`config.mk`:
```
export PLATFORM = sky130hd
export DESIGN_NAME = gcode_corexy_move_planner_core
export DESIGN_NICKNAME = d
export VERILOG_FILES = /design/src/hw/rtl/gcmp_pkg.sv /design/src/hw/rtl/gcmp_front.sv /design/src/hw/rtl/gcmp_line_fifo.sv /design/src/hw/rtl/gcmp_back.sv /design/src/hw/rtl/gcode_corexy_move_planner_core.sv
export SDC_FILE = /design/constraint.sdc
export NUM_CORES = 1
export LEC_CHECK = 0
export ABC_AREA = 1
export BUFFER_PORTS_ARGS = -buffer_cell sky130_fd_sc_hd__buf_2
export CORE_MARGIN = 1.5
export CORE_UTILIZATION = 50
export CTS_BUF_LIST = sky130_fd_sc_hd__clkbuf_2
export DETAILED_ROUTE_END_ITERATION = 8
export PLACE_DENSITY = 0.81
export SYNTH_ARGS = -nofsm -noshare
export SYNTH_HDL_FRONTEND = slang
export SYNTH_SLANG_ARGS = --single-unit
```
`constraint.sdc`:
```
create_clock -name clock -period 5.2 [get_ports clock]
set_input_delay 0.26 -clock clock [delete_from_list [all_inputs] [get_ports clock]]
set_output_delay 0.26 -clock clock [all_outputs]
set_load 0.02 [all_outputs]
```
`src/hw/rtl/gcmp_pkg.sv`:
```
package gcmp_pkg;

   // Coordinate and field widths.
   localparam int COORD_WIDTH = 16;
   localparam int POS_WIDTH   = 16;
   localparam int PULSE_WIDTH = 25;
   localparam int STEPS_WIDTH = 8;
   localparam int FEED_WIDTH  = 8;
   localparam int CODE_WIDTH  = 7;
   localparam int CHAR_WIDTH  = 8;
   localparam int KIND_WIDTH  = 2;

   // Width of the accumulator update before saturation.
   localparam int ACC_EXT_WIDTH = COORD_WIDTH + 4;
   // Width of the command code update before saturation.
   localparam int CODE_EXT_WIDTH = 10;
   // Width of the pulse product, never narrower than the pulse field.
   localparam int PROD_WIDTH = (COORD_WIDTH + STEPS_WIDTH + 1 > PULSE_WIDTH) ?
                               (COORD_WIDTH + STEPS_WIDTH + 1) : PULSE_WIDTH;

   localparam logic [PULSE_WIDTH-1:0] PULSE_MAX = {PULSE_WIDTH{1'b1}};
   localparam logic [COORD_WIDTH-1:0] COORD_MAX = {COORD_WIDTH{1'b1}};
   localparam logic [FEED_WIDTH-1:0]  FEED_MAX  = {FEED_WIDTH{1'b1}};
   localparam logic [CODE_WIDTH-1:0]  CODE_MAX  = 7'd99;
   localparam logic [STEPS_WIDTH-1:0] STEPS_RESET = 8'd1;

   // Depth of the queue between the parser and the segment generator.
   localparam int LINE_FIFO_DEPTH = 4;
   localparam int LINE_FIFO_ADDR  = $clog2(LINE_FIFO_DEPTH);

   // Characters of interest.
   localparam logic [CHAR_WIDTH-1:0] CHAR_LF   = 8'd10;
   localparam logic [CHAR_WIDTH-1:0] CHAR_CR   = 8'd13;
   localparam logic [CHAR_WIDTH-1:0] CHAR_ZERO = 8'h30;
   localparam logic [CHAR_WIDTH-1:0] CHAR_NINE = 8'h39;
   localparam logic [CHAR_WIDTH-1:0] CHAR_G    = 8'h47;
   localparam logic [CHAR_WIDTH-1:0] CHAR_M    = 8'h4D;
   localparam logic [CHAR_WIDTH-1:0] CHAR_X    = 8'h58;
   localparam logic [CHAR_WIDTH-1:0] CHAR_Y    = 8'h59;
   localparam logic [CHAR_WIDTH-1:0] CHAR_F    = 8'h46;

   // Command codes.
   localparam logic [CODE_WIDTH-1:0] CMD_RAPID     = 7'd0;
   localparam logic [CODE_WIDTH-1:0] CMD_LINEAR    = 7'd1;
   localparam logic [CODE_WIDTH-1:0] CMD_LASER_ON  = 7'd3;
   localparam logic [CODE_WIDTH-1:0] CMD_LASER_OFF = 7'd5;
   localparam logic [CODE_WIDTH-1:0] CMD_HOME      = 7'd28;
   localparam logic [CODE_WIDTH-1:0] CMD_SET_POS   = 7'd92;

   // Line prefix.
   typedef enum logic [1:0] {
      PFX_NONE  = 2'd0,
      PFX_G     = 2'd1,
      PFX_M     = 2'd2,
      PFX_OTHER = 2'd3
   } prefix_type;

   // Which field of the line the parser is in.
   typedef enum logic [5:0] {
      FLD_START = 6'b000001,
      FLD_CODE  = 6'b000010,
      FLD_X     = 6'b000100,
      FLD_Y     = 6'b001000,
      FLD_F     = 6'b010000,
      FLD_SKIP  = 6'b100000
   } field_type;

   // Result kind.
   typedef enum logic [KIND_WIDTH-1:0] {
      KIND_ACK = 2'd0,
      KIND_X   = 2'd1,
      KIND_Y   = 2'd2
   } kind_type;

   // Segment phase of the back end.
   typedef enum logic [1:0] {
      PH_X = 2'b01,
      PH_Y = 2'b10
   } phase_type;

   // One finished line, handed from the parser to the segment generator.
   typedef struct packed {
      logic                   is_move;
      logic                   dir_x;
      logic                   y_up;
      logic [COORD_WIDTH-1:0] mag_x;
      logic [COORD_WIDTH-1:0] mag_y;
      logic                   laser;
      logic [FEED_WIDTH-1:0]  feed;
      logic [CODE_WIDTH-1:0]  code;
      logic                   is_m;
      logic [COORD_WIDTH-1:0] pos_x;
      logic [COORD_WIDTH-1:0] pos_y;
   } line_cmd_type;

   // Queue status.
   typedef struct packed {
      logic empty;
      logic full;
   } fifo_status_type;

endpackage

```
`src/hw/rtl/gcmp_front.sv`:
```
module gcmp_front
   import gcmp_pkg::*;
(
   input  logic                  clock,
   input  logic                  reset,
   input  logic                  char_valid,
   input  logic [CHAR_WIDTH-1:0] char_code,
   output logic                  cmd_push,
   output line_cmd_type          cmd_data
);

   logic [COORD_WIDTH-1:0] cur_x_ff, cur_x_in;
   logic [COORD_WIDTH-1:0] cur_y_ff, cur_y_in;
   logic [COORD_WIDTH-1:0] new_x_ff, new_x_in;
   logic [COORD_WIDTH-1:0] new_y_ff, new_y_in;
   prefix_type             prefix_ff, prefix_in;
   logic [CODE_WIDTH-1:0]  code_ff, code_in;
   field_type              field_ff, field_in;
   logic [COORD_WIDTH-1:0] acc_ff, acc_in;
   logic [FEED_WIDTH-1:0]  feed_ff, feed_in;
   logic                   laser_ff, laser_in;

   // Parser and line-end evaluation.
   always_comb begin
      logic                      is_digit;
      logic [3:0]                digit;
      logic [CODE_EXT_WIDTH-1:0] code_wide;
      logic [ACC_EXT_WIDTH-1:0]  acc_wide;
      logic [COORD_WIDTH-1:0]    nx;
      logic [COORD_WIDTH-1:0]    ny;
      logic [FEED_WIDTH-1:0]     feed_closed;
      logic                      do_move;
      logic                      pos_x_up;
      logic                      pos_y_up;

      cur_x_in  = cur_x_ff;
      cur_y_in  = cur_y_ff;
      new_x_in  = new_x_ff;
      new_y_in  = new_y_ff;
      prefix_in = prefix_ff;
      code_in   = code_ff;
      field_in  = field_ff;
      acc_in    = acc_ff;
      feed_in   = feed_ff;
      laser_in  = laser_ff;
      cmd_push  = 1'b0;
      cmd_data  = '0;

      is_digit  = (char_code >= CHAR_ZERO) && (char_code <= CHAR_NINE);
      digit     = 4'(char_code - CHAR_ZERO);
      code_wide = CODE_EXT_WIDTH'(code_ff) * CODE_EXT_WIDTH'(10)
                  + CODE_EXT_WIDTH'(digit);
      acc_wide  = ACC_EXT_WIDTH'(acc_ff) * ACC_EXT_WIDTH'(10)
                  + ACC_EXT_WIDTH'(digit);

      // Values after closing the number that is being read.
      nx = (field_ff == FLD_X) ? acc_ff : new_x_ff;
      ny = (field_ff == FLD_Y) ? acc_ff : new_y_ff;
      feed_closed = feed_ff;
      if ((field_ff == FLD_F) && (prefix_ff == PFX_G) && (code_ff == CMD_LINEAR)) begin
         feed_closed = (acc_ff > COORD_WIDTH'(FEED_MAX)) ? FEED_MAX : FEED_WIDTH'(acc_ff);
      end

      do_move  = 1'b0;
      pos_x_up = 1'b0;
      pos_y_up = 1'b0;

      if (char_valid) begin
         if ((char_code == CHAR_LF) || (char_code == CHAR_CR)) begin
            // End of line: apply the command and hand a line word to the back end.
            feed_in = feed_closed;
            if (prefix_ff == PFX_G) begin
               if ((code_ff == CMD_RAPID) || (code_ff == CMD_LINEAR)) begin
                  do_move = 1'b1;
               end else if ((code_ff == CMD_HOME) || (code_ff == CMD_SET_POS)) begin
                  nx      = '0;
                  ny      = '0;
                  do_move = 1'b1;
               end
            end else if (prefix_ff == PFX_M) begin
               if (code_ff == CMD_LASER_ON) begin
                  laser_in = 1'b1;
               end else if (code_ff == CMD_LASER_OFF) begin
                  laser_in = 1'b0;
               end
            end

            pos_x_up = nx > cur_x_ff;
            pos_y_up = ny > cur_y_ff;
            if (do_move) begin
               cur_x_in = nx;
               cur_y_in = ny;
            end

            cmd_push         = 1'b1;
            cmd_data.is_move = do_move;
            cmd_data.dir_x   = !pos_x_up;
            cmd_data.y_up    = pos_y_up;
            cmd_data.mag_x   = pos_x_up ? (nx - cur_x_ff) : (cur_x_ff - nx);
            cmd_data.mag_y   = pos_y_up ? (ny - cur_y_ff) : (cur_y_ff - ny);
            cmd_data.laser   = laser_in;
            cmd_data.feed    = feed_closed;
            cmd_data.code    = code_ff;
            cmd_data.is_m    = (prefix_ff == PFX_M);
            cmd_data.pos_x   = cur_x_in;
            cmd_data.pos_y   = cur_y_in;

            new_x_in  = cur_x_in;
            new_y_in  = cur_y_in;
            prefix_in = PFX_NONE;
            code_in   = '0;
            field_in  = FLD_START;
            acc_in    = '0;
         end else if (field_ff == FLD_START) begin
            // First character of the line is the prefix.
            if (char_code == CHAR_G) begin
               prefix_in = PFX_G;
            end else if (char_code == CHAR_M) begin
               prefix_in = PFX_M;
            end else begin
               prefix_in = PFX_OTHER;
            end
            field_in = FLD_CODE;
         end else if (is_digit) begin
            // Digits extend the code or the current number, with saturation.
            if (field_ff == FLD_CODE) begin
               code_in = (code_wide > CODE_EXT_WIDTH'(CODE_MAX)) ?
                         CODE_MAX : CODE_WIDTH'(code_wide);
            end else if ((field_ff == FLD_X) || (field_ff == FLD_Y) ||
                         (field_ff == FLD_F)) begin
               acc_in = (acc_wide > ACC_EXT_WIDTH'(COORD_MAX)) ?
                        COORD_MAX : COORD_WIDTH'(acc_wide);
            end
         end else begin
            // Any other character closes the number and may open a new field.
            new_x_in = nx;
            new_y_in = ny;
            feed_in  = feed_closed;
            acc_in   = '0;
            if (char_code == CHAR_X) begin
               field_in = FLD_X;
            end else if (char_code == CHAR_Y) begin
               field_in = FLD_Y;
            end else if (char_code == CHAR_F) begin
               field_in = FLD_F;
            end else begin
               field_in = FLD_SKIP;
            end
         end
      end
   end

   // Parser state.
   always_ff @(posedge clock) begin
      if (reset) begin
         cur_x_ff  <= '0;
         cur_y_ff  <= '0;
         new_x_ff  <= '0;
         new_y_ff  <= '0;
         prefix_ff <= PFX_NONE;
         code_ff   <= '0;
         field_ff  <= FLD_START;
         acc_ff    <= '0;
         feed_ff   <= '0;
         laser_ff  <= 1'b0;
      end else begin
         cur_x_ff  <= cur_x_in;
         cur_y_ff  <= cur_y_in;
         new_x_ff  <= new_x_in;
         new_y_ff  <= new_y_in;
         prefix_ff <= prefix_in;
         code_ff   <= code_in;
         field_ff  <= field_in;
         acc_ff    <= acc_in;
         feed_ff   <= feed_in;
         laser_ff  <= laser_in;
      end
   end

endmodule

```
`src/hw/rtl/gcmp_line_fifo.sv`:
```
module gcmp_line_fifo
   import gcmp_pkg::*;
(
   input  logic            clock,
   input  logic            reset,
   input  logic            push,
   input  line_cmd_type    push_data,
   input  logic            pop,
   output line_cmd_type    head,
   output fifo_status_type status
);

   line_cmd_type              entry_ff [LINE_FIFO_DEPTH];
   logic [LINE_FIFO_ADDR-1:0] wr_ptr_ff, wr_ptr_in;
   logic [LINE_FIFO_ADDR-1:0] rd_ptr_ff, rd_ptr_in;
   logic [LINE_FIFO_ADDR:0]   count_ff, count_in;
   logic                      do_push;
   logic                      do_pop;

   // Queue status and pointer updates.
   assign status.empty = (count_ff == '0);
   assign status.full  = (count_ff == (LINE_FIFO_ADDR+1)'(LINE_FIFO_DEPTH));
   assign do_push      = push && !status.full;
   assign do_pop       = pop && !status.empty;
   assign head         = entry_ff[rd_ptr_ff];

   always_comb begin
      wr_ptr_in = wr_ptr_ff;
      rd_ptr_in = rd_ptr_ff;
      count_in  = count_ff;
      if (do_push) begin
         wr_ptr_in = (wr_ptr_ff == LINE_FIFO_ADDR'(LINE_FIFO_DEPTH - 1)) ?
                     '0 : wr_ptr_ff + 1'b1;
      end
      if (do_pop) begin
         rd_ptr_in = (rd_ptr_ff == LINE_FIFO_ADDR'(LINE_FIFO_DEPTH - 1)) ?
                     '0 : rd_ptr_ff + 1'b1;
      end
      if (do_push && !do_pop) begin
         count_in = count_ff + 1'b1;
      end else if (do_pop && !do_push) begin
         count_in = count_ff - 1'b1;
      end
   end

   always_ff @(posedge clock) begin
      if (reset) begin
         wr_ptr_ff <= '0;
         rd_ptr_ff <= '0;
         count_ff  <= '0;
      end else begin
         wr_ptr_ff <= wr_ptr_in;
         rd_ptr_ff <= rd_ptr_in;
         count_ff  <= count_in;
      end
   end

   // Entry storage.
   always_ff @(posedge clock) begin
      if (do_push) begin
         entry_ff[wr_ptr_ff] <= push_data;
      end
   end

endmodule

```
`src/hw/rtl/gcmp_back.sv`:
```
module gcmp_back
   import gcmp_pkg::*;
(
   input  logic                   clock,
   input  logic                   reset,
   input  logic                   csr_wr_en,
   input  logic [STEPS_WIDTH-1:0] csr_wr_data,
   input  line_cmd_type           head,
   input  fifo_status_type        status,
   output logic                   cmd_pop,
   input  logic                   rsp_pop,
   output logic                   rsp_empty,
   output logic [KIND_WIDTH-1:0]  rsp_result_kind,
   output logic                   rsp_dir_motor_a,
   output logic                   rsp_dir_motor_b,
   output logic [PULSE_WIDTH-1:0] rsp_pulse_count,
   output logic                   rsp_laser_on,
   output logic [FEED_WIDTH-1:0]  rsp_feed_rate,
   output logic [CODE_WIDTH-1:0]  rsp_command_code,
   output logic                   rsp_is_m_command,
   output logic [POS_WIDTH-1:0]   rsp_pos_x,
   output logic [POS_WIDTH-1:0]   rsp_pos_y,
   output logic                   rsp_last
);

   logic [STEPS_WIDTH-1:0] steps_ff;
   phase_type              phase_ff, phase_in;
   logic                   valid_ff, valid_in;
   kind_type               kind_ff, kind_in;
   logic                   dir_a_ff, dir_a_in;
   logic                   dir_b_ff, dir_b_in;
   logic [PULSE_WIDTH-1:0] pulse_ff, pulse_in;
   logic                   laser_ff, laser_in;
   logic [FEED_WIDTH-1:0]  feed_ff, feed_in;
   logic [CODE_WIDTH-1:0]  code_ff, code_in;
   logic                   is_m_ff, is_m_in;
   logic [COORD_WIDTH-1:0] pos_x_ff, pos_x_in;
   logic [COORD_WIDTH-1:0] pos_y_ff, pos_y_in;
   logic                   last_ff, last_in;

   logic                   load;
   logic [COORD_WIDTH-1:0] mag_sel;
   logic [PROD_WIDTH-1:0]  product;
   logic [PULSE_WIDTH-1:0] pulses;

   // Pulse count of the current phase: twice steps times distance, saturated.
   assign mag_sel = (phase_ff == PH_Y) ? head.mag_y : head.mag_x;
   assign product = (PROD_WIDTH'(steps_ff) * PROD_WIDTH'(mag_sel)) << 1;
   assign pulses  = (product > PROD_WIDTH'(PULSE_MAX)) ? PULSE_MAX : PULSE_WIDTH'(product);

   // The output word can be refilled when it is empty or being taken.
   assign load = !valid_ff || rsp_pop;

   always_comb begin
      phase_in = phase_ff;
      valid_in = valid_ff && !rsp_pop;
      cmd_pop  = 1'b0;
      kind_in  = kind_ff;
      dir_a_in = dir_a_ff;
      dir_b_in = dir_b_ff;
      pulse_in = pulse_ff;
      laser_in = laser_ff;
      feed_in  = feed_ff;
      code_in  = code_ff;
      is_m_in  = is_m_ff;
      pos_x_in = pos_x_ff;
      pos_y_in = pos_y_ff;
      last_in  = last_ff;

      if (!status.empty && load) begin
         valid_in = 1'b1;
         laser_in = head.laser;
         feed_in  = head.feed;
         code_in  = head.code;
         is_m_in  = head.is_m;
         pos_x_in = head.pos_x;
         pos_y_in = head.pos_y;
         if (head.is_move) begin
            unique case (phase_ff)
               PH_X: begin
                  kind_in  = KIND_X;
                  dir_a_in = head.dir_x;
                  dir_b_in = head.dir_x;
                  pulse_in = pulses;
                  last_in  = 1'b0;
                  phase_in = PH_Y;
               end
               PH_Y: begin
                  kind_in  = KIND_Y;
                  dir_a_in = !head.y_up;
                  dir_b_in = head.y_up;
                  pulse_in = pulses;
                  last_in  = 1'b1;
                  phase_in = PH_X;
                  cmd_pop  = 1'b1;
               end
               default: begin
                  phase_in = PH_X;
               end
            endcase
         end else begin
            // Lines without motion give a single acknowledge word.
            kind_in  = KIND_ACK;
            dir_a_in = 1'b0;
            dir_b_in = 1'b0;
            pulse_in = '0;
            last_in  = 1'b1;
            cmd_pop  = 1'b1;
         end
      end
   end

   // Control state and configuration register.
   always_ff @(posedge clock) begin
      if (reset) begin
         steps_ff <= STEPS_RESET;
         phase_ff <= PH_X;
         valid_ff <= 1'b0;
      end else begin
         if (csr_wr_en) begin
            steps_ff <= csr_wr_data;
         end
         phase_ff <= phase_in;
         valid_ff <= valid_in;
      end
   end

   // Output word payload.
   always_ff @(posedge clock) begin
      kind_ff  <= kind_in;
      dir_a_ff <= dir_a_in;
      dir_b_ff <= dir_b_in;
      pulse_ff <= pulse_in;
      laser_ff <= laser_in;
      feed_ff  <= feed_in;
      code_ff  <= code_in;
      is_m_ff  <= is_m_in;
      pos_x_ff <= pos_x_in;
      pos_y_ff <= pos_y_in;
      last_ff  <= last_in;
   end

   assign rsp_empty        = !valid_ff;
   assign rsp_result_kind  = kind_ff;
   assign rsp_dir_motor_a  = dir_a_ff;
   assign rsp_dir_motor_b  = dir_b_ff;
   assign rsp_pulse_count  = pulse_ff;
   assign rsp_laser_on     = laser_ff;
   assign rsp_feed_rate    = feed_ff;
   assign rsp_command_code = code_ff;
   assign rsp_is_m_command = is_m_ff;
   assign rsp_pos_x        = POS_WIDTH'(pos_x_ff);
   assign rsp_pos_y        = POS_WIDTH'(pos_y_ff);
   assign rsp_last         = last_ff;

endmodule

```
`src/hw/rtl/gcode_corexy_move_planner_core.sv`:
```
// CoreXY G-code move planner.
// Input queue port: one ASCII character of a G-code line per word, pushed with
// req_push while req_full is low. CR or LF ends the line and applies it.
// Result queue port: while rsp_empty is low the oldest result word is on the
// rsp_ ports; rsp_pop takes it. A G0, G1, G28 or G92 line gives two words, the
// X phase and then the Y phase with CoreXY directions and pulse counts; every
// other line gives one acknowledge word. rsp_last marks the final word of a line.
// csr_wr_en with csr_wr_data sets steps per unit; write it only while idle.
// The first result word of a line is written into the line queue at the edge that
// accepts its line end and then into the output register; a moving line's second
// word enters the output register at the edge that takes the first.
// Throughput: one character per cycle while req_full is low. The parser finishes
// a line in the cycle its line end is taken and queues it in a four-entry line
// queue; while each word is taken, the segment generator drains one result
// word per cycle into the output register. If the receiver stalls, results wait
// in the output register and the line queue; req_full rises only when it fills.
// Reset clears the position, feedrate, laser flag and queues, and sets steps
// per unit to one.
module gcode_corexy_move_planner_core
   import gcmp_pkg::*;
(
   input  logic                   clock,
   input  logic                   reset,
   input  logic                   req_push,
   output logic                   req_full,
   input  logic [CHAR_WIDTH-1:0]  req_char_code,
   input  logic                   csr_wr_en,
   input  logic [STEPS_WIDTH-1:0] csr_wr_data,
   output logic                   rsp_empty,
   input  logic                   rsp_pop,
   output logic [KIND_WIDTH-1:0]  rsp_result_kind,
   output logic                   rsp_dir_motor_a,
   output logic                   rsp_dir_motor_b,
   output logic [PULSE_WIDTH-1:0] rsp_pulse_count,
   output logic                   rsp_laser_on,
   output logic [FEED_WIDTH-1:0]  rsp_feed_rate,
   output logic [CODE_WIDTH-1:0]  rsp_command_code,
   output logic                   rsp_is_m_command,
   output logic [POS_WIDTH-1:0]   rsp_pos_x,
   output logic [POS_WIDTH-1:0]   rsp_pos_y,
   output logic                   rsp_last
);

   fifo_status_type status;
   line_cmd_type    push_data;
   line_cmd_type    head;
   logic            cmd_push;
   logic            cmd_pop;
   logic            char_valid;

   // A character is taken whenever the line queue has room.
   assign req_full   = status.full;
   assign char_valid = req_push && !status.full;

   gcmp_front u_front (
      .clock      (clock),
      .reset      (reset),
      .char_valid (char_valid),
      .char_code  (req_char_code),
      .cmd_push   (cmd_push),
      .cmd_data   (push_data)
   );

   gcmp_line_fifo u_fifo (
      .clock     (clock),
      .reset     (reset),
      .push      (cmd_push),
      .push_data (push_data),
      .pop       (cmd_pop),
      .head      (head),
      .status    (status)
   );

   gcmp_back u_back (
      .clock            (clock),
      .reset            (reset),
      .csr_wr_en        (csr_wr_en),
      .csr_wr_data      (csr_wr_data),
      .head             (head),
      .status           (status),
      .cmd_pop          (cmd_pop),
      .rsp_pop          (rsp_pop),
      .rsp_empty        (rsp_empty),
      .rsp_result_kind  (rsp_result_kind),
      .rsp_dir_motor_a  (rsp_dir_motor_a),
      .rsp_dir_motor_b  (rsp_dir_motor_b),
      .rsp_pulse_count  (rsp_pulse_count),
      .rsp_laser_on     (rsp_laser_on),
      .rsp_feed_rate    (rsp_feed_rate),
      .rsp_command_code (rsp_command_code),
      .rsp_is_m_command (rsp_is_m_command),
      .rsp_pos_x        (rsp_pos_x),
      .rsp_pos_y        (rsp_pos_y),
      .rsp_last         (rsp_last)
   );

endmodule
```
==> impl_results.md <==
- Reg2Reg Capture Point: u_back.rsp_pulse_count[16]
- Clock latency on the worst-skew pair: 1.28 ns
- Fin util: 59.1%
- Root Buffer: clkbuf_2
- CTS sink cnt: 538
- Main combinational cell family by area after synthesis: simple AND/OR/NAND/NOR gates
- Vias: 26,200
- Max-slew violation count: 0
- Synth Area in XOR/XNOR: 0.975%
- Slowest CP cell: fa_1
- Outcome: complete, but fails checks
- Initial antenna violation count: 3
- R2R depth: 26
- Final period util: 101%
- CP most frequent cell: inv_2
- Top_reg_cell synth: edfxtp_1
- Reg area: 0.0149 mm^2
- Cell variety after synth: 59
- Mux cell area share after synthesis: 0.0656%
- Maxcap violations: 0
- Final min period: 5.24 ns
- Hold_sp: rsp_pop
- Fmax: 191 MHz
- GP Congestion: 0.960
- Complex-gate fraction of the synthesized area: 14.2%
- Synth Cell Area: 0.0305 mm^2
- Worst-Margin Slew: 1.25 ns
- CORE AREA: 0.0604 mm^2
- Nets: 3,968
- Max VDD drop: 0.000212 V
- Hold Crit Class: input port to register
- WHS Endpoint: u_back.valid_ff
- Multi-input gate area in the final layout: 0.0142 mm^2
- Failing checks: setup timing
- Yosys reg bits: 538
- First-pass GRT wire length: 126 mm
- Max incr delay on CP: 0.56 ns
- Hold depth: 5
- Initial Util: 50.6%
- Clock Skews: 0.148 ns
- Mapped Nets: 3,642
- Final setup viols: 2
- Drt first pass iters: 6
- Synth Area per Inst: 9.06 um^2
- Total track usage: 25.2%
- Worst setup SP type: register
- Vias per cell: 5.72
- Clock buffer depth: 3
- Syn-to-layout area delta: 16.9%
- Post-synth EDFFs: 414
- Simple-gate portion of the synthesized area: 16.2%
- Crit. End Element: register
- Post-Synth Adder-Cell Area: 12.6%
- Pwr Total: 0.0146 W
- Final worst slack: -0.0381 ns
- Required time of the critical path: 6.20 ns
- Power density cells: 408 mW/mm^2
- H-tree levels: 3
- Largest net degree at the start of global routing: 103
- DRT Wirelength: 84.5 mm
- Sequential share of the synthesized area: 48.8%
- Iteration-0 DRC Markers: 2,576
- Wire per inst: 18.5 um
- Vias in the first global route: 24,700
- Remaining Overflow, GRT: 0
- Flop-to-flop setup slack: -0.04 ns
- ANT nets after route: 0
- Ys async rst share: 0%
- CP Class: register to register
- I/O Buffers: 100
- DR DRC count: 0
- CTS tree: yes
- Post-Synthesis Cells: 3,370
- Synth warnings: 0
- Cell Rows: 90
- CP arrival: 6.24 ns
- Die Area: 0.0626 mm^2
- Share of layout cells above drive strength 1: 18.1%
- HPWL Detailed: 53.9 mm
- Unrepaired setup endpoints after global routing: yes
- CP max FO: 5
- Hold Vio Cnt, Final: 0
- Clock-pin slew on the worst setup and hold paths: 0.12 ns
- Num CTS Buffers: 118
- Die width: 250 um
- Slew HR: 16.7%
- Filler cells: 4,739
- DIE HEIGHT: 250 um
- Num ports: 102
- Lkg Pwr: 15.7 nW
[cells in the mapped netlist, types with 7 or more instances]
cell type / number / area, um^2
buf_2: 17 / 85.1
o31ai_1: 7 / 52.6
nor2_1: 545 / 2050
fa_1: 93 / 1860
o21ai_0: 360 / 1800
o221ai_1: 22 / 193
inv_1: 416 / 1560
a21oi_1: 188 / 941
edfxtp_1: 414 / 12400
o21a_1: 11 / 82.6
ha_1: 158 / 1980
o211ai_1: 17 / 128
clkbuf_1: 106 / 398
o22ai_1: 63 / 394
a221oi_1: 14 / 123
nand2_2: 15 / 93.8
nor2_2: 8 / 50.1
a31oi_1: 9 / 56.3
nand3_1: 98 / 490
o221a_2: 19 / 214
xor2_1: 26 / 228
a21o_1: 11 / 82.6
inv_2: 7 / 26.3
nand2_1: 502 / 1880
nor3_1: 18 / 90.1
xnor2_1: 8 / 70.1
nand4_1: 19 / 119
dfxtp_1: 124 / 2480
[layer usage]
layer / global-route usage [%] / vias up / wire length [um]
met3: 3.71 / 308 / 7730
met1: 32.4 / 12300 / 33100
met2: 41.9 / 1389 / 39500
met4: 12.5 / 2 / 4170
li1: - / 12100 / -
met5: 0 / - / 13
[critical path: cells and delay by family (launching register included)]
family	cells	cell delay, ns
fa+ha+maj	5	2.39
flops	1	0.39
simple gates	7	0.81
buf+inv	8	0.75
compound gates	6	0.72
[logic make-up (layout without fill, tap and decap cells)]
logic type                 Yosys count  in the layout
DFF                                538            538
and+or+nand+nor                   1229           1229
buffers and inverters              560            984
AOI/OAI and AO/OA                  755            755
muxes                                2              2
xor gates and xnor gates            34             34
adders and majority gates          251            251
other                                1              2
[how the worst max path moves through the flow]
| stage | to | slack, ns |
|---|---|---|
| 2_1_floorplan | u_fifo.entry_ff[0][0] | -0.38 |
| 4_1_cts | u_back.rsp_pulse_count[20] | 0.007 |
| 3_3_place_gp | u_back.rsp_pulse_count[21] | 0.03 |
| 3_5_place_dp | u_back.rsp_pulse_count[20] | -0.14 |
| 5_1_grt | u_back.rsp_pulse_count[20] | -0.32 |
| 6_report | u_back.rsp_pulse_count[16] | -0.04 |
[layout make-up]
type | count | share of cell area, %
repair inverters | 2 | 0.0771
flip-flops and latches | 538 | 41.8
clock buffers | 176 | 2.47
well taps | 782 | 2.74
clock inverters | 42 | 0.880
diodes | 1 | 0.00701
multi-input cells | 2272 | 39.9
repair buffers | 338 | 7.62
inverters | 426 | 4.54
[placed cells by master (no fill, tap or decap), types with 14 or more instances in the layout]
cell	count
a221oi_1	14
buf_4	139
ha_1	140
nand2_2	33
nand3_1	96
a21oi_1	178
o21ai_0	319
edfxtp_1	414
nor2_2	32
o211ai_1	17
xor2_1	26
inv_2	23
buf_2	102
clkinv_1	27
nand4_1	19
nor2_4	21
nor2_1	501
buf_6	15
nor3_1	15
clkbuf_2	176
nand2_1	480
ha_4	18
inv_1	395
fa_1	88
o221a_2	19
o22ai_1	61
dlygate4sd3_1	66
dfxtp_1	122
o21ai_1	35
o221ai_1	14
[state kept, by name (all words and copies together), names as in the netlist, 16 cells and up, named ones only]
name and flops:
u_back.rsp_pos_x 16, u_back.rsp_pos_y 16, u_back.rsp_pulse_count 24, u_fifo.entry_ff 336
u_front.acc_ff 16, u_front.cur_x_ff 16, u_front.cur_y_ff 16, u_front.new_x_ff 16
u_front.new_y_ff 16
[timing repair]
item                                   CTS  global route
setup endpoints to repair                8            15
gates cloned                             0             8
hold buffers                            66             0
gates resized for setup                 28           216
endpoints found under the hold margin  226             0
setup buffers                            4            34
pin swaps                               16           106
[per-stage QoR]
stage               hold WS, ns  worst slack (ns)  area, um^2  setup TNS [ns]  instances
floorplan                 0.374            -0.383       30500         -128.65       3370
global placement          0.458            0.0284       32600               0       4246
detailed placement        0.469            -0.135       32600          -0.457       4246
CTS                      0.0189           0.00668       34600               0       4534
global route              0.151            -0.322       35700           -2.88       4577
finish                    0.106           -0.0381       35700         -0.0404       4577
[report_power, final]
group	switching, W	internal [W]
Sequential	0.000131	0.00511
Clock	0.00169	0.00114
Combinational	0.00408	0.00242
Total	0.00590	0.00867
No activity file was read; power rests on OpenSTA's default activity.
